===== config.mk =====
export PLATFORM = sky130hd
export DESIGN_NAME = servo_mode_sequencer_unit
export DESIGN_NICKNAME = d
export VERILOG_FILES = /design/src/hdl/ssm_pkg.sv /design/src/hdl/ssm_core.sv /design/src/hdl/ssm_out_reg.sv /design/src/hdl/servo_mode_sequencer_unit.sv
export SDC_FILE = /design/constraint.sdc
export NUM_CORES = 1
export LEC_CHECK = 0
export ABC_AREA = 1
export ABC_CLOCK_PERIOD_IN_PS = 10640
export BUFFER_PORTS_ARGS = -buffer_cell sky130_fd_sc_hd__buf_2
export CAP_MARGIN = 0
export CORE_MARGIN = 2
export CORE_UTILIZATION = 29
export DETAILED_ROUTE_END_ITERATION = 10
export PLACE_DENSITY = 0.57
export SLEW_MARGIN = 20
export SYNTH_ARGS = -nofsm -noshare
export SYNTH_HDL_FRONTEND = slang
export SYNTH_HIERARCHICAL = 1
export SYNTH_SLANG_ARGS = --single-unit
export TNS_END_PERCENT = 5

===== constraint.sdc =====
create_clock -name clk -period 10.64 [get_ports clk]
set_input_delay 1.064 -clock clk [delete_from_list [all_inputs] [get_ports clk]]
set_output_delay 1.064 -clock clk [all_outputs]
set_load 0.02 [all_outputs]

===== src/hdl/ssm_pkg.sv =====
`timescale 1ns / 1ps
`default_nettype none

package ssm_pkg;

	localparam int unsigned CmdW    = 4;
	localparam int unsigned AngleW  = 16;
	localparam int unsigned PwmW    = 16;
	localparam int unsigned ModeW   = 3;
	localparam int unsigned CacheW  = 17;
	localparam int unsigned CfgIdxW = 2;
	localparam int unsigned CfgW    = 16;
	localparam int unsigned STdataW = 40;
	localparam int unsigned MTdataW = 56;

	localparam logic signed [AngleW-1:0] MAX_ANGLE_RST = 16'sd90;
	localparam logic signed [AngleW-1:0] MIN_ANGLE_RST = -16'sd90;
	localparam logic [PwmW-1:0]          CENTER_RST    = '0;

	localparam logic [CfgIdxW-1:0] REG_MAX_ANGLE  = 2'd0;
	localparam logic [CfgIdxW-1:0] REG_MIN_ANGLE  = 2'd1;
	localparam logic [CfgIdxW-1:0] REG_PWM_CENTER = 2'd2;

	localparam logic [ModeW-1:0] MODE_CODE_RUN      = 3'd0;
	localparam logic [ModeW-1:0] MODE_CODE_SLEEP    = 3'd1;
	localparam logic [ModeW-1:0] MODE_CODE_STOPPING = 3'd2;
	localparam logic [ModeW-1:0] MODE_CODE_FORCE    = 3'd3;
	localparam logic [ModeW-1:0] MODE_CODE_STOPPED  = 3'd4;
	localparam logic [ModeW-1:0] MODE_CODE_STALL    = 3'd5;

	typedef enum logic [CmdW-1:0] {
		CMD_TICK       = 4'd0,
		CMD_SET_TARGET = 4'd1,
		CMD_START      = 4'd2,
		CMD_WAKE       = 4'd3,
		CMD_SLEEP      = 4'd4,
		CMD_STOP       = 4'd5,
		CMD_FORCE_STOP = 4'd6,
		CMD_SAMPLE     = 4'd7,
		CMD_WRITE_PWM  = 4'd8,
		CMD_SET_MODE   = 4'd9
	} cmd_t;

	typedef enum logic [5:0] {
		MODE_RUN      = 6'b000001,
		MODE_SLEEP    = 6'b000010,
		MODE_STOPPING = 6'b000100,
		MODE_FORCE    = 6'b001000,
		MODE_STOPPED  = 6'b010000,
		MODE_STALL    = 6'b100000
	} mode_t;

	typedef struct packed {
		logic [CmdW-1:0]          cmd;
		logic signed [AngleW-1:0] angle_in;
		logic [PwmW-1:0]          pwm_in;
		logic [ModeW-1:0]         mode_in;
	} item_t;

	typedef struct packed {
		logic [PwmW-1:0]          pwm_out;
		logic                     pwm_written;
		logic [ModeW-1:0]         mode_out;
		logic signed [AngleW-1:0] target_out;
		logic signed [CacheW-1:0] angle_out;
	} result_t;

	function automatic logic [ModeW-1:0] mode_encode(input mode_t m);
		logic [ModeW-1:0] code;
		case (m)
			MODE_RUN:      code = MODE_CODE_RUN;
			MODE_SLEEP:    code = MODE_CODE_SLEEP;
			MODE_STOPPING: code = MODE_CODE_STOPPING;
			MODE_FORCE:    code = MODE_CODE_FORCE;
			MODE_STOPPED:  code = MODE_CODE_STOPPED;
			MODE_STALL:    code = MODE_CODE_STALL;
			default:       code = MODE_CODE_STOPPED;
		endcase
		return code;
	endfunction

	function automatic mode_t mode_decode(input logic [ModeW-1:0] code);
		mode_t m;
		case (code)
			MODE_CODE_RUN:      m = MODE_RUN;
			MODE_CODE_SLEEP:    m = MODE_SLEEP;
			MODE_CODE_STOPPING: m = MODE_STOPPING;
			MODE_CODE_FORCE:    m = MODE_FORCE;
			MODE_CODE_STOPPED:  m = MODE_STOPPED;
			MODE_CODE_STALL:    m = MODE_STALL;
			default:            m = MODE_STOPPED;
		endcase
		return m;
	endfunction

endpackage

`default_nettype wire


===== src/hdl/ssm_core.sv =====
`timescale 1ns / 1ps
`default_nettype none

module ssm_core import ssm_pkg::*; (
	input  wire logic               clk,
	input  wire logic               arst_n,
	input  wire logic               cfg_en,
	input  wire logic [CfgIdxW-1:0] cfg_index,
	input  wire logic [CfgW-1:0]    cfg_data,
	input  wire item_t              item,
	input  wire logic               advance,
	output result_t                 result
);

	logic signed [AngleW-1:0] max_angle_q;
	logic signed [AngleW-1:0] min_angle_q;
	logic [PwmW-1:0]          center_q;

	mode_t                    mode_q,   mode_d;
	logic signed [AngleW-1:0] target_q, target_d;
	logic [PwmW-1:0]          pwm_q,    pwm_d;
	logic signed [CacheW-1:0] cache_q,  cache_d;
	logic                     wrote;

	always_ff @(posedge clk or negedge arst_n) begin
		if (!arst_n) begin
			max_angle_q <= MAX_ANGLE_RST;
			min_angle_q <= MIN_ANGLE_RST;
			center_q    <= CENTER_RST;
		end else if (cfg_en) begin
			unique case (cfg_index)
				REG_MAX_ANGLE:  max_angle_q <= $signed(cfg_data);
				REG_MIN_ANGLE:  min_angle_q <= $signed(cfg_data);
				REG_PWM_CENTER: center_q    <= cfg_data;
				default: ;
			endcase
		end
	end

	always_comb begin
		mode_d   = mode_q;
		target_d = target_q;
		pwm_d    = pwm_q;
		cache_d  = cache_q;
		wrote    = 1'b0;
		unique case (cmd_t'(item.cmd))
			CMD_TICK: begin
				wrote = 1'b1;
				unique case (mode_q)
					MODE_RUN:      pwm_d = center_q - $unsigned(target_q);
					MODE_SLEEP:    pwm_d = pwm_q;
					MODE_STOPPING: begin
						pwm_d = center_q;
						if (cache_q == '0)
							mode_d = MODE_STOPPED;
					end
					MODE_FORCE: begin
						pwm_d  = center_q;
						mode_d = MODE_STOPPED;
					end
					MODE_STOPPED:  pwm_d = center_q;
					MODE_STALL: begin
						pwm_d  = '0;
						mode_d = MODE_FORCE;
					end
				endcase
			end
			CMD_SET_TARGET: begin
				priority if (item.angle_in > max_angle_q)
					target_d = max_angle_q;
				else if (item.angle_in < min_angle_q)
					target_d = min_angle_q;
				else
					target_d = item.angle_in;
			end
			CMD_START: if (mode_q == MODE_STOPPED) mode_d = MODE_RUN;
			CMD_WAKE:  if (mode_q == MODE_SLEEP)   mode_d = MODE_RUN;
			CMD_SLEEP: if (mode_q == MODE_RUN)     mode_d = MODE_SLEEP;
			CMD_STOP: begin
				if (mode_q == MODE_RUN || mode_q == MODE_SLEEP)
					mode_d = MODE_STOPPING;
			end
			CMD_FORCE_STOP: mode_d = MODE_FORCE;
			CMD_SAMPLE: cache_d = $signed({1'b0, center_q}) - $signed({1'b0, pwm_q});
			CMD_WRITE_PWM: begin
				pwm_d = item.pwm_in;
				wrote = 1'b1;
			end
			CMD_SET_MODE: begin
				if (item.mode_in <= MODE_CODE_STALL)
					mode_d = mode_decode(item.mode_in);
			end
			default: ;
		endcase
	end

	always_ff @(posedge clk or negedge arst_n) begin
		if (!arst_n) begin
			mode_q   <= MODE_STOPPED;
			target_q <= '0;
			pwm_q    <= '0;
			cache_q  <= '0;
		end else if (advance) begin
			mode_q   <= mode_d;
			target_q <= target_d;
			pwm_q    <= pwm_d;
			cache_q  <= cache_d;
		end
	end

	assign result.pwm_out     = pwm_d;
	assign result.pwm_written = wrote;
	assign result.mode_out    = mode_encode(mode_d);
	assign result.target_out  = target_d;
	assign result.angle_out   = cache_d;

endmodule

`default_nettype wire


===== src/hdl/ssm_out_reg.sv =====
`timescale 1ns / 1ps
`default_nettype none

module ssm_out_reg import ssm_pkg::*; (
	input  wire logic    clk,
	input  wire logic    arst_n,
	input  wire logic    load,
	input  wire result_t result,
	input  wire logic    m_tready,
	output logic         m_tvalid,
	output logic [MTdataW-1:0] m_tdata
);

	logic    valid_s2;
	result_t result_s2;

	always_ff @(posedge clk or negedge arst_n) begin
		if (!arst_n)
			valid_s2 <= 1'b0;
		else if (load)
			valid_s2 <= 1'b1;
		else if (m_tready)
			valid_s2 <= 1'b0;
	end

	always_ff @(posedge clk) begin
		if (load)
			result_s2 <= result;
	end

	assign m_tvalid = valid_s2;
	assign m_tdata  = {3'b000,
		result_s2.angle_out,
		result_s2.target_out,
		result_s2.mode_out,
		result_s2.pwm_written,
		result_s2.pwm_out};

endmodule

`default_nettype wire


===== src/hdl/servo_mode_sequencer_unit.sv =====
// Servo mode sequencer.
// A command word is captured in the input register, and its result word in the result register.
// One command word per cycle while m_tready does not stall the result register;
// the mode/state update lies between the input register and the result register.
// Reset (arst_n low, asynchronous): mode stopped, target, pwm and angle cache
// zero, limits +90/-90, center zero, no words held.
`timescale 1ns / 1ps
`default_nettype none

module servo_mode_sequencer_unit import ssm_pkg::*; (
	input  wire logic               clk,
	input  wire logic               arst_n,
	input  wire logic               s_tvalid,
	output logic                    s_tready,
	input  wire logic [STdataW-1:0] s_tdata,   // angle_in[15:0], pwm_in[31:16], mode_in[34:32]
	input  wire logic [CmdW-1:0]    s_tuser,   // cmd[3:0]
	output logic                    m_tvalid,
	input  wire logic               m_tready,
	output logic [MTdataW-1:0]      m_tdata,   // pwm_out[15:0], pwm_written[16],
	                                           // mode_out[19:17], target_out[35:20],
	                                           // angle_out[52:36]
	input  wire logic               cfg_valid,
	output logic                    cfg_ready,
	input  wire logic [CfgIdxW-1:0] cfg_index,
	input  wire logic [CfgW-1:0]    cfg_data
);

	logic    valid_s1;
	item_t   item_s1;
	logic    advance;
	result_t result;

	assign advance  = valid_s1 && (!m_tvalid || m_tready);
	assign s_tready = !valid_s1 || advance;
	assign cfg_ready = 1'b1;

	always_ff @(posedge clk or negedge arst_n) begin
		if (!arst_n)
			valid_s1 <= 1'b0;
		else if (s_tready)
			valid_s1 <= s_tvalid;
	end

	always_ff @(posedge clk) begin
		if (s_tvalid && s_tready) begin
			item_s1.cmd      <= s_tuser;
			item_s1.angle_in <= $signed(s_tdata[15:0]);
			item_s1.pwm_in   <= s_tdata[31:16];
			item_s1.mode_in  <= s_tdata[34:32];
		end
	end

	ssm_core u_core (
		.clk       (clk),
		.arst_n    (arst_n),
		.cfg_en    (cfg_valid && cfg_ready),
		.cfg_index (cfg_index),
		.cfg_data  (cfg_data),
		.item      (item_s1),
		.advance   (advance),
		.result    (result)
	);

	ssm_out_reg u_out (
		.clk      (clk),
		.arst_n   (arst_n),
		.load     (advance),
		.result   (result),
		.m_tready (m_tready),
		.m_tvalid (m_tvalid),
		.m_tdata  (m_tdata)
	);

endmodule

`default_nettype wire


Yosys cells after proc, flatten, opt, wreduce, memory -nomap -nowiden
Index checks and enable logic that the tools add are counted.

Add/subtract/negate cells: 2. Magnitude comparators: 3. Equal/unequal tests: 26. Multiplexer cells: 19. Reductions and logical operators: 17.

Operators with widths (number): $pmux W16 S4 (1); $mux W16 (3); $pmux W6 S7 (1); $mux W6 (6); $pmux W16 S2 (1); $pmux W6 S5 (1); $pmux W6 S3 (1); $logic_not A17 Y1 (1); $mux W17 (1); $sub A16 B16 Y17 (1); $eq A4 B3 Y1 const B (4); $gt A16 B16 Y1 (1); $lt A16 B16 Y1 (1); $sub A16 B16 Y16 (1); $pmux W3 S5 (1); $eq A6 B1 Y1 const B (2); $eq A6 B2 Y1 const B (2); $eq A6 B3 Y1 const B (2); $eq A6 B4 Y1 const B (2); $eq A6 B6 Y1 const B (2); $eq A4 B2 Y1 const B (2); $eq A4 B4 Y1 const B (2); $eq A3 B2 Y1 const B (2); $eq A6 B5 Y1 const B (1); 17 further kinds (25).

Register bits after elaboration: 197. Bits of input ports: 67. Output and inout port bits: 59.

Depth between registers and ports, before layout
Depth in word-level cells: 6. Mapped depth: 18. Depth with buffers taken out: 17.

By module
Netlist, hierarchy kept.

By module, submodules not included: ssm_core (instances 1, cells an instance 1243, area each 8597.0 um2); ssm_out_reg (instances 1, cells an instance 62, area each 1657.8 um2); servo_mode_sequencer_unit (instances 1, cells an instance 49, area each 1243.7 um2).

Least setup slack after synthesis
OpenSTA, ideal clock, no wires.

Path type: in2reg. Start: in m_tready. End: reg u_core.cache_q[10]. Setup time: 145 ps. Data arrival time: 6861 ps. Required time: 10495 ps. Setup slack: 3634 ps. Cell stages on the path: 6. Path through: inv_1 -> a21boi_0 -> clkinv_1 -> clkbuf_1 -> nand2_1 -> o21ai_0.

Longest elaborated chain between the ends: 2.

RTL lines: from (decl) (RTL line servo_mode_sequencer_unit.sv:18) `input wire logic m_tready,`; $logic_or A1 B1 Y1 (RTL line servo_mode_sequencer_unit.sv:33) `assign advance = valid_s1 && (!m_tvalid || m_tready);`; $logic_and A1 B1 Y1 (RTL line servo_mode_sequencer_unit.sv:33); via advance (RTL line servo_mode_sequencer_unit.sv:30) `logic advance;`; to (signal assigned) (RTL line ssm_core.sv:107) `cache_q <= cache_d;`; to (decl) (RTL line ssm_core.sv:22) `logic signed [CacheW-1:0] cache_q, cache_d;`.

The timed path passes the listed nets, and every way through them passes these cells. A chain may end at the register's enable or synchronous reset.

==> summary.txt <==
Clock tree
  – CTS root buffer: clkbuf_16
  – Post-CTS setup repair buffer count: 0
  – CTS Buf Count: 17
  – Cts hold-fix bufs: 0
  – Clk sinks: 197
  – H-tree depth: 4
  – Longest Clk Path Bufs: 2
  – CTS tree: done
  – Clk slew on worst S/H paths: 80 ps
  – Resized Gates After CTS: 0
  – Clk Latency, worst-skew pair: 450 ps

Run
  – Max Cap Viol: 0

Yosys
  – Mapped Avg Cell Area: 8.49 sq um
  – Most used DFF post-synth: edfxtp_1
  – Netlist cell types: 53
  – Post-synthesis sequential area ratio: 0.471
  – #FFs+latches synth: 197
  – Synthesized instance count: 1,354
  – EDFF count, synth: 92
  – Yosys warning count: 6
  – Synth async-reset ratio: 0.533
  – Syn Std Cell Area: 0.0115 sq mm

Setup path
  – WP data required: 10,820 ps
  – Crit path capture type: register
  – Crit-path leading delay family: simple AND/OR/NAND/NOR gates
  – CP Cell Sequence: ha_1 -> nand2_1 -> inv_1 -> nand3_1 -> nor2_1 -> nand3_1 -> nand3_2 -> nand3_1 -> nand3_1 -> nand2_1
  – Max FO, Critical Path: 17
  – CP peak stage delay: 560 ps
  – CP startpoint kind: register
  – Worst path arrival time: 3200 ps
  – Worst path bufs/invs: 1
  – Slowest cell on crit path: nand3_1
  – CP dominant cell by count: nand3_1
  – Critical path class: reg -> reg

Power and ir drop
  – PD cells: 251 mW/mm^2
  – Max VDD drop: 0.144 mV
  – Leakage Power: 6.23 nW

Route
  – Routed WL: 31,900 um
  – 1st-pass router iterations: 7
  – Iteration-0 DRC Markers: 733
  – Post-route ant nets: 0
  – Vias per cell: 4.79
  – DR vias: 9,486
  – DRC Markers: 0
  – Wire per inst: 16.1 um

Final layout
  – Area growth, synth to finish: 14.4%
  – Layout cell share with drive strength beyond 1: 0.182
  – # diodes: 0
  – Final Cell Area: 0.0132 sq mm
  – Nets: 1,582

Timing
  – Slew margin rel.: 0.296
  – Setup violators final: 0
  – Final hold slack: 493 ps
  – Final Hold Viols: 0
  – Period minus WS final: 3020 ps
  – Final Max Tran Viols: 0
  – F_max: 331 MHz
  – Setup TNS: 0 ps
  – Period Utilization, post-route: 0.284
  – Worst slew pin tran: 1050 ps
  – RSZ-0062 raised after global routing: false
  – Worst Skew: 11.8 ps

Outcome
  – Status: finished, final reports clean

Placement
  – Post-DP HPWL: 23,800 um
  – Port Buf Inserts: 116
  – Post-DP Area: 0.0125 sq mm
  – RePlAce Congestion: 0.887

Floorplanning
  – Starting Density: 0.295
  – Die Ht: 203 um
  – Total Die Area: 0.0413 sq mm
  – # IOs: 126
  – Core box area: 0.0389 sq mm
  – Die Wd: 203 um
  – Floorplan row count: 72

Global routing
  – Largest net degree at the start of global routing: 88
  – First-pass GRT wire length: 50,600 um
  – GR Overflow Total: 0
  – GRT Util Overall: 0.158
  – Vias in the first global route: 9,064
  – Initial antenna violation count: 0

Hold path
  – Worst hold path class: reg -> reg
[final timing paths]
check	startpoint	end	slack [ps]	cells past startpoint
worst min register to register	u_core/cache_q[13]	u_core/cache_q[13]	490	2
worst min-delay path	u_core/cache_q[13]	u_core/cache_q[13]	490	2
min in group asynchronous	arst_n	u_core/cache_q[9]	590	1
worst max-delay path	item_s1[30]	u_out/m_tdata[25]	7620	10
max in group asynchronous	arst_n	u_core/center_q[8]	8740	2
worst max register to register	item_s1[30]	u_out/m_tdata[25]	7620	10
[sequential cells by signal, indices dropped and copies added, names as in the netlist]
register            count
item_s1                39
u_core/cache_q         17
u_core/center_q        16
u_core/max_angle_q     16
u_core/min_angle_q     16
u_core/mode_q           6
u_core/pwm_q           16
u_core/target_q        16
u_out/m_tdata          53
u_out/m_tvalid          1
valid_s1                1
[cells by family (layout without fill, tap and decap cells)]
| kind of cell | count (synthesis) | count (layout) | synth area share |
|---|---|---|---|
| DFF | 197 | 197 | 0.471 |
| xor gates and xnor gates | 18 | 18 | 0.0137 |
| other | 2 | 4 | 0.000653 |
| and+or+nand+nor | 616 | 616 | 0.243 |
| adders and majority gates | 64 | 64 | 0.0709 |
| AOI/OAI and AO/OA | 227 | 227 | 0.119 |
| buffers and inverters | 230 | 338 | 0.0819 |
[final cells by class]
| cell class | count | area, sq um |
|---|---|---|
| sequential | 197 | 5410 |
| clock inverter | 14 | 161 |
| multi-input combinational | 929 | 5170 |
| inverter | 184 | 691 |
| tap | 518 | 648 |
| fill | 4172 | 25800 |
| clock buffer | 18 | 439 |
| timing repair buffer | 122 | 628 |
[stage by stage]
step	total power, mW	std cells	util	worst slack (ps)
global route	3.56	1982	0.338	7390
finish	3.29	1982	0.338	7620
floorplan	2.25	1356	-	3630
detailed placement	2.63	1950	0.322	7380
global placement	2.60	1950	0.322	7430
CTS	3.31	1982	0.338	7640
[power breakdown]
group	switching [mW]	internal, mW	total (mW)
sequential	0.137	1.03	1.17
clock	0.326	0.342	0.668
combinational	0.963	0.498	1.46
total	1.43	1.87	3.29
[layout by cell type, fill, tap and decap left out, drive strengths merged, types with 4 or more instances in the layout]
cell type	synthesis	final
o21ai	113	113
buf	22	122
o211ai	14	14
a21oi	57	57
o21bai	5	5
a21o	5	5
dfrtp	88	88
edfxtp	92	92
clkinv	1	6
conb	2	4
ha	62	62
nand2	391	391
clkbuf	24	18
nand3	120	120
inv	183	190
nor3	5	5
a22oi	13	13
nand4	28	28
xor2	9	9
nor2	65	65
a31oi	5	5
xnor2	9	9
a21boi	5	5
dfstp	17	17
[per-layer routing]
| metal | share of wire | global-route usage |
|---|---|---|
| met5 | 0 | 0 |
| met4 | 0.015 | 0.0430 |
| met3 | 0.044 | 0.0255 |
| met2 | 0.48 | 0.265 |
| met1 | 0.46 | 0.212 |
[Yosys cell counts, types with 11 or more instances]
| cell | n | area (sq um) |
|---|---|---|
| nand4_1 | 27 | 169 |
| o21ai_1 | 20 | 100 |
| nand3_1 | 100 | 500 |
| clkbuf_1 | 24 | 90.1 |
| dfrtp_1 | 88 | 2200 |
| nor2_2 | 14 | 87.6 |
| a21oi_1 | 53 | 265 |
| nor2_1 | 49 | 184 |
| nand2_2 | 14 | 87.6 |
| o211ai_2 | 11 | 138 |
| nand2_1 | 376 | 1410 |
| edfxtp_1 | 92 | 2760 |
| ha_1 | 62 | 776 |
| nand3_2 | 18 | 180 |
| o21ai_0 | 92 | 460 |
| inv_1 | 169 | 634 |
| inv_2 | 14 | 52.6 |
| dfstp_2 | 17 | 447 |
[worst min-delay path: cells and delay by family (launching register included)]
kind / cells / cell delay, ps
flip-flops: 1 / 350
AND/OR/NAND/NOR: 2 / 110
No activity file was read; power rests on OpenSTA's default activity.
